[config.mk]
export PLATFORM = sky130hd
export DESIGN_NAME = midpoint_line_rasterizer
export DESIGN_NICKNAME = d
export VERILOG_FILES = /design/src/mlr_pkg.sv /design/src/midpoint_line_rasterizer.sv
export SDC_FILE = /design/constraint.sdc
export NUM_CORES = 1
export LEC_CHECK = 0
export BUFFER_PORTS_ARGS = -buffer_cell sky130_fd_sc_hd__buf_2
export CORE_ASPECT_RATIO = 0.7
export CORE_MARGIN = 2
export CORE_UTILIZATION = 56
export DETAILED_ROUTE_END_ITERATION = 8
export GPL_TIMING_DRIVEN = 0
export PLACE_DENSITY = 0.77
export SLEW_MARGIN = 30
export SYNTH_ARGS = -nofsm -noshare
export SYNTH_HDL_FRONTEND = slang
export SYNTH_SLANG_ARGS = --single-unit
[constraint.sdc]
create_clock -name i_clk -period 5.6 [get_ports i_clk]
set_input_delay 0.56 -clock i_clk [delete_from_list [all_inputs] [get_ports i_clk]]
set_output_delay 0.56 -clock i_clk [all_outputs]
set_load 0.05 [all_outputs]
[src/mlr_pkg.sv]
// ----------------------------------------------------------------------------
// mlr_pkg - shared constants for the midpoint line rasteriser
// Item kind codes, default coordinate width and the window height reset value.
// ----------------------------------------------------------------------------
package mlr_pkg;

    // Default screen coordinate width in bits
    localparam int COORD_BITS_DEF = 10;

    // Window height after reset
    localparam int WINDOW_HEIGHT_RESET = 512;

    // Input item kinds
    localparam logic KIND_LOAD    = 1'b0;
    localparam logic KIND_ADVANCE = 1'b1;

endpackage

[src/midpoint_line_rasterizer.sv]
// ----------------------------------------------------------------------------
// midpoint_line_rasterizer - all-octant midpoint line rasteriser
// Loads two screen points and emits one pixel of the line per item.
// ----------------------------------------------------------------------------
// A load item (kind 0) takes two screen points, orders them so that the start
// has the larger screen y, and returns the first pixel: the start point with y
// flipped against the configured window height. Each advance item (kind 1)
// returns the next pixel, with o_last high on the end pixel, after which the
// line is closed. An advance with no open line still returns one result, with
// o_valid_res low and the other fields zero. Every item gives exactly one
// result transfer. The block takes one item per cycle while the result
// channel is not stalled; each item passes the input register, then the
// result register. The input register holds the ordered points, their
// absolute x difference and y rise, and the result register follows the
// octant reduction and pixel step. The longest path is in the second stage
// on a load: the rise/run compare, the major/minor selection and a
// three-input add that forms the decision term after the first step. An
// advance needs only the offset add for the pixel and one add for the
// decision term. Write window_height through the configuration port only
// while no item is in flight; the port is always ready.
// ----------------------------------------------------------------------------
module midpoint_line_rasterizer
    import mlr_pkg::*;
#(
    parameter int COORD_BITS = COORD_BITS_DEF
) (
    input  logic                        i_clk,
    input  logic                        i_rst_n,

    // Configuration write channel: window height
    input  logic                        i_cfg_valid,
    output logic                        o_cfg_ready,
    input  logic [COORD_BITS:0]         i_cfg_data,

    // Input item channel
    input  logic                        i_valid,
    output logic                        o_stall,
    input  logic                        i_kind,
    input  logic [COORD_BITS-1:0]       i_x_start,
    input  logic [COORD_BITS-1:0]       i_y_start,
    input  logic [COORD_BITS-1:0]       i_x_end,
    input  logic [COORD_BITS-1:0]       i_y_end,

    // Result channel
    output logic                        o_valid,
    input  logic                        i_stall,
    output logic [COORD_BITS-1:0]       o_pixel_x,
    output logic signed [COORD_BITS+1:0] o_pixel_y,
    output logic                        o_valid_res,
    output logic                        o_last
);

    // Coordinate, count, height, pixel y and decision widths
    localparam int W  = COORD_BITS;
    localparam int CW = COORD_BITS + 1;
    localparam int HW = COORD_BITS + 1;
    localparam int PW = COORD_BITS + 2;
    localparam int DW = COORD_BITS + 4;

    localparam logic [HW-1:0] HEIGHT_RST = HW'(WINDOW_HEIGHT_RESET);

    // ------------------------------------------------------------------------
    // Configuration
    // ------------------------------------------------------------------------
    logic [HW-1:0] r_window_height;

    assign o_cfg_ready = 1'b1;

    always_ff @(posedge i_clk) begin
        if (!i_rst_n) begin
            r_window_height <= HEIGHT_RST;
        end else if (i_cfg_valid && o_cfg_ready) begin
            r_window_height <= i_cfg_data;
        end
    end

    // ------------------------------------------------------------------------
    // Flow control: stage A is the input register, stage B the result register
    // ------------------------------------------------------------------------
    logic r_a_valid;
    logic r_out_valid;
    logic advance;
    logic accept_in;
    logic b_fire;

    // The result register moves on when empty or when its transfer completes
    assign advance   = !r_out_valid || !i_stall;
    assign o_stall   = r_a_valid && !advance;
    assign accept_in = i_valid && !o_stall;
    assign b_fire    = r_a_valid && advance;

    always_ff @(posedge i_clk) begin
        if (!i_rst_n) begin
            r_a_valid   <= 1'b0;
            r_out_valid <= 1'b0;
        end else begin
            if (!o_stall) begin
                r_a_valid <= i_valid;
            end
            if (advance) begin
                r_out_valid <= r_a_valid;
            end
        end
    end

    assign o_valid = r_out_valid;

    // ------------------------------------------------------------------------
    // Stage A: order the points and take the absolute run
    // ------------------------------------------------------------------------
    logic         a_swap_pts;
    logic [W-1:0] a_sx, a_sy, a_ex, a_ey;
    logic         a_mirror;
    logic [W-1:0] a_adx;
    logic [W-1:0] a_dy;

    always_comb begin
        a_swap_pts = i_y_start < i_y_end;
        a_sx       = a_swap_pts ? i_x_end   : i_x_start;
        a_sy       = a_swap_pts ? i_y_end   : i_y_start;
        a_ex       = a_swap_pts ? i_x_start : i_x_end;
        a_ey       = a_swap_pts ? i_y_start : i_y_end;
        a_mirror   = a_ex < a_sx;
        a_adx      = a_mirror ? (a_sx - a_ex) : (a_ex - a_sx);
        a_dy       = a_sy - a_ey;
    end

    logic         r_a_kind;
    logic [W-1:0] r_a_sx;
    logic [W-1:0] r_a_sy;
    logic [W-1:0] r_a_adx;
    logic [W-1:0] r_a_dy;
    logic         r_a_mirror;

    always_ff @(posedge i_clk) begin
        if (accept_in) begin
            r_a_kind   <= i_kind;
            r_a_sx     <= a_sx;
            r_a_sy     <= a_sy;
            r_a_adx    <= a_adx;
            r_a_dy     <= a_dy;
            r_a_mirror <= a_mirror;
        end
    end

    // ------------------------------------------------------------------------
    // Line state
    // ------------------------------------------------------------------------
    logic                 r_active,       n_active;
    logic [W-1:0]         r_origin_x,     n_origin_x;
    logic [PW-1:0]        r_origin_y,     n_origin_y;
    logic [CW-1:0]        r_major_length, n_major_length;
    logic [CW-1:0]        r_major_count,  n_major_count;
    logic [CW-1:0]        r_minor_count,  n_minor_count;
    logic signed [DW-1:0] r_decision,     n_decision;
    logic signed [DW-1:0] r_inc_neg,      n_inc_neg;   // 2*(major - minor)
    logic signed [DW-1:0] r_inc_pos,      n_inc_pos;   // 2*minor
    logic                 r_mirror_x,     n_mirror_x;
    logic                 r_swap_axes,    n_swap_axes;

    // Result next values
    logic [W-1:0]  n_pixel_x;
    logic [PW-1:0] n_pixel_y;
    logic          n_valid_res;
    logic          n_last;

    // Load path
    logic                 b_swap;
    logic [W-1:0]         b_major;
    logic [W-1:0]         b_minor;
    logic signed [DW-1:0] b_maj_e;
    logic signed [DW-1:0] b_min_e;
    logic signed [DW-1:0] b_inc_neg;
    logic signed [DW-1:0] b_inc_pos;
    logic signed [DW-1:0] b_d0;
    logic signed [DW-1:0] b_d_neg;
    logic signed [DW-1:0] b_d_pos;
    logic                 b_fin_load;

    // Advance path
    logic [CW-1:0] b_offx;
    logic [CW-1:0] b_offy;
    logic          b_fin;

    always_comb begin
        // Octant reduction of the loaded line
        b_swap     = r_a_dy > r_a_adx;
        b_major    = b_swap ? r_a_dy  : r_a_adx;
        b_minor    = b_swap ? r_a_adx : r_a_dy;
        b_maj_e    = $signed({{(DW-W){1'b0}}, b_major});
        b_min_e    = $signed({{(DW-W){1'b0}}, b_minor});
        b_inc_neg  = (b_maj_e - b_min_e) <<< 1;
        b_inc_pos  = b_min_e <<< 1;
        b_d0       = b_maj_e - b_inc_pos;
        // Decision term after the first step, both outcomes side by side
        b_d_neg    = b_maj_e + b_inc_neg - b_inc_pos;
        b_d_pos    = b_maj_e - (b_min_e <<< 2);
        b_fin_load = (b_major == '0);

        // Pixel of the open line
        b_offx = r_swap_axes ? r_minor_count : r_major_count;
        b_offy = r_swap_axes ? r_major_count : r_minor_count;
        b_fin  = r_major_count >= r_major_length;

        // Hold by default
        n_active       = r_active;
        n_origin_x     = r_origin_x;
        n_origin_y     = r_origin_y;
        n_major_length = r_major_length;
        n_major_count  = r_major_count;
        n_minor_count  = r_minor_count;
        n_decision     = r_decision;
        n_inc_neg      = r_inc_neg;
        n_inc_pos      = r_inc_pos;
        n_mirror_x     = r_mirror_x;
        n_swap_axes    = r_swap_axes;

        n_pixel_x   = '0;
        n_pixel_y   = '0;
        n_valid_res = 1'b0;
        n_last      = 1'b0;

        case (r_a_kind)
            KIND_LOAD: begin
                // Drop any open line and emit the start point
                n_origin_x     = r_a_sx;
                n_origin_y     = {1'b0, r_window_height} - {2'b00, r_a_sy};
                n_major_length = {1'b0, b_major};
                n_inc_neg      = b_inc_neg;
                n_inc_pos      = b_inc_pos;
                n_mirror_x     = r_a_mirror;
                n_swap_axes    = b_swap;
                n_active       = !b_fin_load;
                n_major_count  = b_fin_load ? '0 : CW'(1);
                n_minor_count  = (!b_fin_load && b_d0[DW-1]) ? CW'(1) : '0;
                n_decision     = b_d0[DW-1] ? b_d_neg : b_d_pos;

                n_pixel_x   = r_a_sx;
                n_pixel_y   = {1'b0, r_window_height} - {2'b00, r_a_sy};
                n_valid_res = 1'b1;
                n_last      = b_fin_load;
            end
            KIND_ADVANCE: begin
                if (r_active) begin
                    n_pixel_x   = r_mirror_x ? (r_origin_x - b_offx[W-1:0])
                                             : (r_origin_x + b_offx[W-1:0]);
                    n_pixel_y   = r_origin_y + {1'b0, b_offy};
                    n_valid_res = 1'b1;
                    n_last      = b_fin;
                    if (b_fin) begin
                        n_active = 1'b0;
                    end else begin
                        // Step the major axis, and the minor one on a negative term
                        n_major_count = r_major_count + CW'(1);
                        if (r_decision[DW-1]) begin
                            n_decision    = r_decision + r_inc_neg;
                            n_minor_count = r_minor_count + CW'(1);
                        end else begin
                            n_decision    = r_decision - r_inc_pos;
                        end
                    end
                end
            end
            default: begin
                n_active = r_active;
            end
        endcase
    end

    always_ff @(posedge i_clk) begin
        if (!i_rst_n) begin
            r_active       <= 1'b0;
            r_origin_x     <= '0;
            r_origin_y     <= '0;
            r_major_length <= '0;
            r_major_count  <= '0;
            r_minor_count  <= '0;
            r_decision     <= '0;
            r_inc_neg      <= '0;
            r_inc_pos      <= '0;
            r_mirror_x     <= 1'b0;
            r_swap_axes    <= 1'b0;
        end else if (b_fire) begin
            r_active       <= n_active;
            r_origin_x     <= n_origin_x;
            r_origin_y     <= n_origin_y;
            r_major_length <= n_major_length;
            r_major_count  <= n_major_count;
            r_minor_count  <= n_minor_count;
            r_decision     <= n_decision;
            r_inc_neg      <= n_inc_neg;
            r_inc_pos      <= n_inc_pos;
            r_mirror_x     <= n_mirror_x;
            r_swap_axes    <= n_swap_axes;
        end
    end

    // ------------------------------------------------------------------------
    // Result register: hold while the transfer is stalled
    // ------------------------------------------------------------------------
    logic [W-1:0]  r_pixel_x;
    logic [PW-1:0] r_pixel_y;
    logic          r_valid_res;
    logic          r_last;

    always_ff @(posedge i_clk) begin
        if (b_fire) begin
            r_pixel_x   <= n_pixel_x;
            r_pixel_y   <= n_pixel_y;
            r_valid_res <= n_valid_res;
            r_last      <= n_last;
        end
    end

    assign o_pixel_x   = r_pixel_x;
    assign o_pixel_y   = $signed(r_pixel_y);
    assign o_valid_res = r_valid_res;
    assign o_last      = r_last;

    // ------------------------------------------------------------------------
    // Assertions
    // ------------------------------------------------------------------------
    a_count_in_range: assert property (@(posedge i_clk) disable iff (!i_rst_n)
        r_active |-> (r_major_count <= r_major_length))
        else $error("major count beyond line length");

    a_minor_below_major: assert property (@(posedge i_clk) disable iff (!i_rst_n)
        r_active |-> (r_minor_count <= r_major_count))
        else $error("minor count ahead of major count");

    a_last_closes_line: assert property (@(posedge i_clk) disable iff (!i_rst_n)
        (b_fire && n_last) |=> !r_active)
        else $error("line still open after its last pixel");

    a_empty_result_zero: assert property (@(posedge i_clk) disable iff (!i_rst_n)
        (r_out_valid && !r_valid_res) |->
            (r_pixel_x == '0 && r_pixel_y == '0 && !r_last))
        else $error("empty result carries pixel data");

    a_stall_needs_full: assert property (@(posedge i_clk) disable iff (!i_rst_n)
        o_stall |-> (r_a_valid && r_out_valid && i_stall))
        else $error("input stalled with room in the pipeline");

endmodule

Yosys cells after proc, flatten, opt, wreduce, memory -nomap -nowiden
Cells that the tools add are included.
- bits in registers: 171
- output and inout port bits: 27
- eq/ne operators: 3
- multiplexer cells: 35
- reduce and logical (&&, ||, !) cells: 14
- add/subtract/negate cells: 16
- order comparisons: 4
- bitwise logic cells: 1
- operator list (operator ; count):
    $mux W10 ; 10
    $mux W11 ; 6
    $mux W14 ; 4
    $pmux W11 S2 ; 2
    $sub A10 B10 Y10 ; 4
    $pmux W14 S2 ; 1
    $pmux W12 S2 ; 1
    $add A11 B1 Y11 const B ; 2
    $lt A10 B10 Y1 ; 2
    $pmux W10 S2 ; 1
    $add A14 B12 Y14 ; 1
    $sub A13 B12 Y14 ; 1
    $sub A14 B12 Y14 ; 1
    $add A11 B12 Y13 ; 1
    $sub A10 B12 Y13 ; 1
    $add A12 B11 Y12 ; 1
    $mux W12 ; 1
    $sub A10 B11 Y12 ; 1
    $sub A11 B10 Y12 ; 1
    $ge A11 B10 Y1 ; 1
    $sub A10 B10 Y11 ; 1
    $add A10 B10 Y10 ; 1
    $gt A10 B10 Y1 ; 1
    $logic_not A10 Y1 ; 1
    other kinds (11) ; 26

Longest topological paths before layout
Gate-level depths: netlist (run 1).
- word-level depth: 7
- depth in mapped cells: 25
- depth with buffers taken out: 25

Least setup slack after synthesis (run 1)
No wires, ideal clock.
- path type: register -> register
- start point: register r_a_dy[6]
- end point: register r_decision[11]
- data arrival time: 5.329 ns
- setup slack: 0.138 ns
- stages on the path, launching flop included: 23
- clock period less this slack: 5.462 ns
- path buffers: 3
- path through: edfxtp_1 ha_1 and4_1 nand4_1 nand2_1 o21ai_2 buf_2 buf_2 buf_2 mux2i_1 fa_1 fa_1 a21o_1 a21oi_1 nor2b_1 o21ai_0 a21oi_1 a21oi_1 o21bai_1 xor2_1 o21a_1 o21ai_0 a21oi_1
- longest elaborated chain between the ends: 7
- elaborated cells on any way between the ends: 10
- classes of those cells: add/sub (5); order compare (1); mux (4)
- ends and longest elaborated chain (item ; RTL line ; source):
    from (decl) ; midpoint_line_rasterizer.sv:132 ; logic [W-1:0] r_a_dy;
    from (signal assigned) ; midpoint_line_rasterizer.sv:141 ; r_a_dy <= a_dy;
    $gt A10 B10 Y1 ; midpoint_line_rasterizer.sv:187 ; b_swap = r_a_dy > r_a_adx;
    $mux W10, on equally long branches ; midpoint_line_rasterizer.sv:188, midpoint_line_rasterizer.sv:189 ;
    $sub A10 B10 Y11 ; midpoint_line_rasterizer.sv:192 ; b_inc_neg = (b_maj_e - b_min_e) <<< 1;
    $add A11 B12 Y13 ; midpoint_line_rasterizer.sv:196 ; b_d_neg = b_maj_e + b_inc_neg - b_inc_pos;
    $sub A13 B12 Y14 ; midpoint_line_rasterizer.sv:196 ;
    $mux W14 * ; midpoint_line_rasterizer.sv:236 ; n_decision = b_d0[DW-1] ? b_d_neg : b_d_pos;
    $pmux W14 S2 * ; midpoint_line_rasterizer.sv:223 ; case (r_a_kind)
    to (signal assigned) ; midpoint_line_rasterizer.sv:290 ; r_decision <= n_decision;
    to (decl) ; midpoint_line_rasterizer.sv:155 ; logic signed [DW-1:0] r_decision, n_decision;
Every way passes the cells marked *; elsewhere a longest branch is shown, timed or not.
A chain may end at the register's enable or synchronous reset.

Final worst setup path (run 1)
- start point: register r_a_adx[4]
- end point: register r_decision[10]
- longest elaborated chain between the ends: 7
- elaborated cells on any way between the ends: 10
- classes of those cells: add/sub (5); order compare (1); mux (4)
- ends and longest elaborated chain (item ; RTL line ; source):
    from (decl) ; midpoint_line_rasterizer.sv:131 ; logic [W-1:0] r_a_adx;
    from (signal assigned) ; midpoint_line_rasterizer.sv:140 ; r_a_adx <= a_adx;
    $gt A10 B10 Y1 ; midpoint_line_rasterizer.sv:187 ;
    $mux W10, on equally long branches ; midpoint_line_rasterizer.sv:188, midpoint_line_rasterizer.sv:189 ;
    $sub A10 B10 Y11 ; midpoint_line_rasterizer.sv:192 ;
    $add A11 B12 Y13 ; midpoint_line_rasterizer.sv:196 ;
    $sub A13 B12 Y14 ; midpoint_line_rasterizer.sv:196 ;
    $mux W14 * ; midpoint_line_rasterizer.sv:236 ;
    $pmux W14 S2 * ; midpoint_line_rasterizer.sv:223 ;
Marks and branches as above.

==> reports/results.ini, run 1 <==
[finish]
num-fill-cells = 1832
drive_above_1_share_pct = 13.1
finalNetCount = 1846
final_core_util_pct = 65.8
final_area_sq_mm = 0.0149
areaGrowthSynthToFinish_pct = 15.3
antenna_cells = 0
most-common-layout-cells = 156 x nand2_1, 132 x nor2_1, 122 x a21oi_1
layout_commonest_cell = nand2_1
finalNonFillerCells = 1992

[drt]
drt_iter0_markers = 1586
wl_per_cell_microns = 19.8
detail-route-antenna-nets = 0
drc_errors = 0
via_count = 12300
dr.pass1.iters = 6
vias_per_cell = 6.16
wl_microns = 39500

[synthesis]
synth_xor_area_share_pct = 6.92
synth_adder_area_share_pct = 13.1
netlist_instances = 1536
ys_types = 77
synth_top_family_by_area = compound AO/OA/AOI/OAI gates
synth.area.mux_share_pct = 4.14
synth_seq_cells = 170
synth_simple_gate_area_share_pct = 16.9
synth_compound_area_share_pct = 22.5
ys_warn_count = 0
synth_area_sq_mm = 0.0129
synth_ff_type = dfxtp_1
ys_seq_area_share_pct = 31.5
synth_nets = 1715
avgSynthCellArea_sq_um = 8.40
async_flop_share_pct = 0
synth_edf_count = 66

[clock_tree]
cts_root_buf = clkbuf_16
cts_max_level = 4
cts_hold_buf = 0
clkTransAtPathRegs_ns = 0.07
cts_tree = yes
clk_latency_ns = 0.45
cts_sinks = 170
numCtsBuffers = 17
cts.path.max_buffers = 2

[timing]
worst_slew_pin_slew_ns = 1.03
finalCritPeriodShare_pct = 98.9
skew_ns = 0.0137
relSlewSlack_pct = 30.7
hold_viol = 0
fin_hold_ws_ns = 0.292
slew_violations = 0
fin_crit_ns = 5.54
fmax_mhz = 181
finalSetupViolCount = 0

[setup_path]
r2r-end = r_decision[10]
critPathMaxFanout = 8
crit_top_cell = inv_1
rrSetupSlack_ns = 0.06
cp-end-kind = register
r2r_cells = 26
r2r-start = r_a_adx[4]
startpoint_type = register
cp.required_ns = 5.91
worstSetupPathType = register to register
arrival_ns = 5.85
slowest_delay_ns = 0.54
crit_slowest_cell = fa_1

[global_routing]
grt_max_degree = 27
grt_pass1_vias = 11000
grt_pass1_wl_microns = 59700
overflow = 0
grt_usage_pct = 32.2
antenna_found_initial = 1

[floorplanning]
die_h_microns = 131
fp-row-count = 46
ios = 84
floorplan.initialDensity_pct = 57.1
core_area_sq_mm = 0.0226
die_w_microns = 185
die_area_sq_mm = 0.0243

[placement]
gp_congestion = 0.997
postPlaceCellArea_sq_mm = 0.0137
dpl.cell_count = 1928
portBuffers = 79
hpwlAfterDp_microns = 30000

[power]
vdd_drop_max_v = 0.000332
leakage_nw = 6.29
powerDensity_mw_per_mm2 = 475

[min_path]
worstHoldEndpoint = r_a_kind
hold_start = i_kind
min_path_cells = 1
hold_class = input port to register

[run]
drv_cap = 0

[run_status]
outcome = finished clean

per-stage QoR:
step | TNS [ns] | worst slack [ns] | total power, mW
2_1_floorplan | 0 | 0.138 | 4.23
3_3_place_gp | -12.58 | -1.03 | 5.19
3_5_place_dp | -13.71 | -1.14 | 5.30
4_1_cts | 0 | 0.0101 | 6.71
5_1_grt | -0.354 | -0.149 | 7.48
6_report | 0 | 0.0603 | 7.07
cells by family after synthesis:
group,count (synthesis)
and+or+nand+nor,470
AOI/OAI and AO/OA,451
DFF,170
buffers and inverters,162
adders and majority gates,128
xor gates and xnor gates,102
muxes,52
other,1
timing repair:
item,4_1_cts,5_1_grt
resized for setup,22,36
pin swaps,5,8
endpoints found under the setup margin,21,19
setup buffers,6,27
cells in the mapped netlist (all sizes together), types with 6 or more instances:
cell       n  area [sq um]
a211oi    36           275
a21o      40           300
a21oi    126           631
a221oi     7          80.1
a31oi     15           109
and2      10          63.8
and3       9          56.3
buf       22           115
clkbuf    46           174
dfxtp    104          2080
edfxtp    66          1980
fa        14           280
ha       108          1350
inv       94           353
maj3       6          60.1
mux2      11           124
mux2i     41           410
nand2    159           597
nand2b    35           219
nand3     18          90.1
nand4     14          87.6
nor2     133           499
nor2b     29           181
nor3      26           130
nor4       9          56.3
o2111ai    6          58.8
o211ai     8          60.1
o21a      13          97.6
o21ai    114           574
o21bai     9          67.6
o221ai     6          58.8
o22ai     18           113
o2bb2ai    9          78.8
o31ai     11          96.3
or3       14          87.6
xnor2     57           499
xor2      45           394
layer usage:
| layer | track usage [%] | share of wire [%] | vias up |
|---|---|---|---|
| met5 | 0 | 0.040 | - |
| li1 | - | - | 5772 |
| met3 | 7.65 | 11 | 58 |
| met2 | 47.7 | 42 | 609 |
| met4 | 7.89 | 1.6 | 2 |
| met1 | 47.3 | 45 | 5833 |
how the worst max path moves through the flow:
stage,startpoint,to,slack [ns],depth (start not counted)
after global routing,r_a_adx[4],r_decision[11],-0.15,27
after detailed placement,r_a_adx[4],r_decision[11],-1.14,23
after floorplan,r_a_dy[6],r_decision[11],0.14,22
after CTS,r_a_adx[4],r_decision[11],0.01,27
final,r_a_adx[4],r_decision[10],0.06,26
after global placement,r_a_dy[4],r_decision[11],-1.03,22
report_power, final:
part | internal, mW | leakage, nW | switching, mW
Clock | 0.789 | 0.328 | 0.547
Sequential | 1.41 | 1.49 | 0.0817
Combinational | 1.67 | 4.47 | 2.57
Total | 3.86 | 6.29 | 3.20
registers in the layout, indices dropped and copies added, names as in the netlist, 11 cells and up:
signal / flops
r_major_count: 11
r_origin_y: 12
o_pixel_y: 12
r_minor_count: 11
r_inc_neg: 11
r_window_height: 11
r_decision: 13
final cells by class:
class | instances | area, sq um | area share (%)
multi-input cells | 1204 | 8410 | 56.6
flip-flops and latches | 170 | 4060 | 27.3
repair buffers | 113 | 671 | 4.51
clock buffers | 22 | 539 | 3.62
well taps | 312 | 390 | 2.62
inverters | 94 | 353 | 2.37
plain buffers | 67 | 315 | 2.12
clock inverters | 10 | 131 | 0.883
worst max-delay path, delay by kind of cell (launching register included):
family | cells | cell delay [ns]
AOI/OAI and AO/OA | 11 | 1.81
xor gates and xnor gates | 2 | 0.24
adders and majority gates | 4 | 1.35
buffers and inverters | 5 | 0.56
DFF | 1 | 0.49
and+or+nand+nor | 4 | 0.94
No activity file was read; power rests on OpenSTA's default activity.
==> run 2: changes to the inputs <==
--- a/config.mk
+++ b/config.mk
@@ -10,8 +10,8 @@
 export CORE_MARGIN = 2
 export CORE_UTILIZATION = 56
 export DETAILED_ROUTE_END_ITERATION = 8
-export GPL_TIMING_DRIVEN = 0
-export PLACE_DENSITY = 0.77
+export GPL_TIMING_DRIVEN = 1
+export PLACE_DENSITY = 0.83
 export SLEW_MARGIN = 30
 export SYNTH_ARGS = -nofsm -noshare
 export SYNTH_HDL_FRONTEND = slang
==> run 2 against run 1 <==
  * Sequential share of layout area is 1.1 points higher
  * Total power down 7.8%
  * Clock skew down 0.0044 ns
  * Routed wire length decreased by 10%
  * Combinational power decreased by 8.3%
  * First-iteration DRC count down 4.7%
  * Largest cell class unchanged
  * Highest routed layer unchanged
==> reports/results.ini, run 2 (synthesized netlist as in run 1, its figures left out) <==
[floorplanning]
floorplan.initialDensity_pct = 57.1  ; unchanged
die_w_microns = 185  ; unchanged
die_area_sq_mm = 0.0243  ; unchanged
fp-row-count = 46  ; unchanged
ios = 84  ; unchanged
die_h_microns = 131  ; unchanged
core_area_sq_mm = 0.0226  ; unchanged

[timing]
hold_viol = 0  ; unchanged
fin_crit_ns = 5.21  ; -0.335 ns
relSlewSlack_pct = 50.1  ; +19 points
skew_ns = 0.00922  ; -0.00444 ns
setup_tns_ns = 0  ; unchanged
slew_violations = 0  ; unchanged
worst_slew_pin_slew_ns = 0.746  ; -0.282 ns
finalCritPeriodShare_pct = 93.0  ; -6.0 points
finalSetupViolCount = 0  ; unchanged
fmax_mhz = 192  ; +6.4%

[global_routing]
grt_usage_pct = 29.7  ; -2.5 points
grt_pass1_vias = 10400  ; -4.8%
overflow = 0  ; unchanged
grt_max_degree = 55  ; +100%
antenna_found_initial = 4  ; +3
grt_pass1_wl_microns = 55300  ; -7.3%

[clock_tree]
cts_hold_buf = 0  ; unchanged
post_cts_buffers = 0  ; -6
cts_root_buf = clkbuf_16
cts_tree = yes
clk_latency_ns = 0.46  ; about the same
numCtsBuffers = 17  ; unchanged
clkTransAtPathRegs_ns = 0.07  ; about the same
cts_max_level = 4  ; unchanged
cts_sinks = 170  ; unchanged
cts.path.max_buffers = 2  ; unchanged
ctsResizeCount = 0  ; -100%

[drt]
vias_per_cell = 6.04  ; -2.1%
wl_microns = 35500  ; -10%
drc_errors = 0  ; unchanged
via_count = 11600  ; -5.1%
dr.pass1.iters = 5  ; -1
drt_iter0_markers = 1512  ; -4.7%
wl_per_cell_microns = 18.4  ; -7.1%
detail-route-antenna-nets = 0  ; unchanged

[power]
leakage_nw = 6.08  ; -3.2%
internal_power_mw = 3.57  ; -7.5%
p_sw_share_pct = 45.1  ; -0.15 points
pwr-share-comb_pct = 59.7  ; -0.3 points
p_switching_mw = 2.94  ; -8.1%
vdd_drop_max_v = 0.000442  ; +33%
power_frac_seq_pct = 22.9  ; +1.8 points
powerDensity_mw_per_mm2 = 455  ; -4.2%
pwr-share-clk_pct = 17.4  ; -1.5 points

[run_status]
outcome = finished clean

[setup_path]
startpoint_type = register
r2r_cells = 24  ; -7.7%
r2r-start = r_a_adx[6]
arrival_ns = 5.54  ; -0.31 ns
cp-end-kind = register
r2r-end = r_decision[11]
worstSetupPathType = register to register
rrSetupSlack_ns = 0.39  ; +0.33 ns
cp.required_ns = 5.93  ; +0.02 ns
critPathMaxFanout = 7  ; -1
crit_path_start = r_a_adx[6]

[finish]
drive_above_1_share_pct = 11.7  ; -1.4 points
final_core_util_pct = 63.3  ; -2.5 points
areaGrowthSynthToFinish_pct = 10.9
finalNetCount = 1782  ; -3.5%
most-common-layout-cells = 158 x nand2_1, 131 x nor2_1, 125 x a21oi_1
layout_commonest_cell = nand2_1
largest_reg_flops = 13  ; unchanged
largest-register = r_decision

[placement]
portBuffers = 82  ; +3.8%
hpwlAfterDp_microns = 27000  ; -9.9%
gp_congestion = 1.01  ; +1.4%

[run]
drv_cap = 0  ; unchanged

[min_path]
hold_start = i_kind
worstHoldEndpoint = r_a_kind
min_path_cells = 1  ; unchanged
hold_class = input port to register

-- run 2: layout make-up --
type                       count  area [sq um]
clock buffer                  17           425
antenna                        2          5.00
multi-input combinational   1204          8270
clock inverter                15           128
sequential                   170          4060
fill                        1881          8300
tap                          312           390
timing repair buffer         116           686
inverter                      94           353
-- run 2: worst max-delay path by stage --
| stage | to | slack (ns) |
|---|---|---|
| floorplan | r_decision[11] | 0.14 |
| global placement | r_decision[11] | 0.28 |
| detailed placement | r_decision[11] | 0.21 |
| CTS | r_decision[11] | 0.18 |
| global route | r_decision[11] | -0.01 |
| finish | r_decision[11] | 0.39 |
-- run 2: per-layer routing --
| layer | GRT usage (%) | vias to the layer above | share of wire (%) |
|---|---|---|---|
| li1 | - | 5638 | - |
| met1 | 44.0 | 5434 | 47 |
| met3 | 7.57 | 55 | 10 |
| met2 | 42.2 | 517 | 41 |
| met4 | 9.01 | 4 | 2.0 |
| met5 | 0 | - | 0.045 |
-- run 2: through the flow --
step	cells	instance area (sq um)	setup slack [ns]	total power, mW	hold slack (ns)
2_1_floorplan	1536	12900	0.138	4.23	0.433
4_1_cts	1928	14300	0.178	6.39	0.274
6_report	1930	14300	0.395	6.51	0.281
5_1_grt	1928	14300	-0.0131	6.98	0.277
3_3_place_gp	1895	13700	0.279	5.16	0.444
3_5_place_dp	1896	13700	0.209	5.23	0.449
-- run 2: power groups by stage --
| stage | Combinational, mW | Sequential (mW) | Clock (mW) |
|---|---|---|---|
| finish | 3.89 | 1.49 | 1.14 |
| floorplan | 2.70 | 1.53 | 0 |
| global placement | 3.66 | 1.51 | 0 |
| detailed placement | 3.72 | 1.51 | 0 |
| global route | 4.28 | 1.50 | 1.19 |
| CTS | 3.76 | 1.49 | 1.14 |
-- run 2: critical path, cell delays in order, from the launching register on --
cell,delay [ns]
edfxtp_1,0.41
inv_1,0.09
ha_1,0.44
and4_1,0.34
nand2b_1,0.24
nand4_1,0.17
o22a_1,0.25
ha_1,0.19
inv_1,0.05
o211ai_1,0.13
a21oi_1,0.17
o21ai_1,0.14
xnor2_1,0.20
fa_1,0.55
inv_1,0.04
ha_1,0.32
or2_2,0.32
a21oi_1,0.15
a21oi_1,0.09
a21oi_2,0.17
o21bai_1,0.09
xor2_1,0.14
o21a_1,0.18
o21ai_0,0.14
a21oi_1,0.08
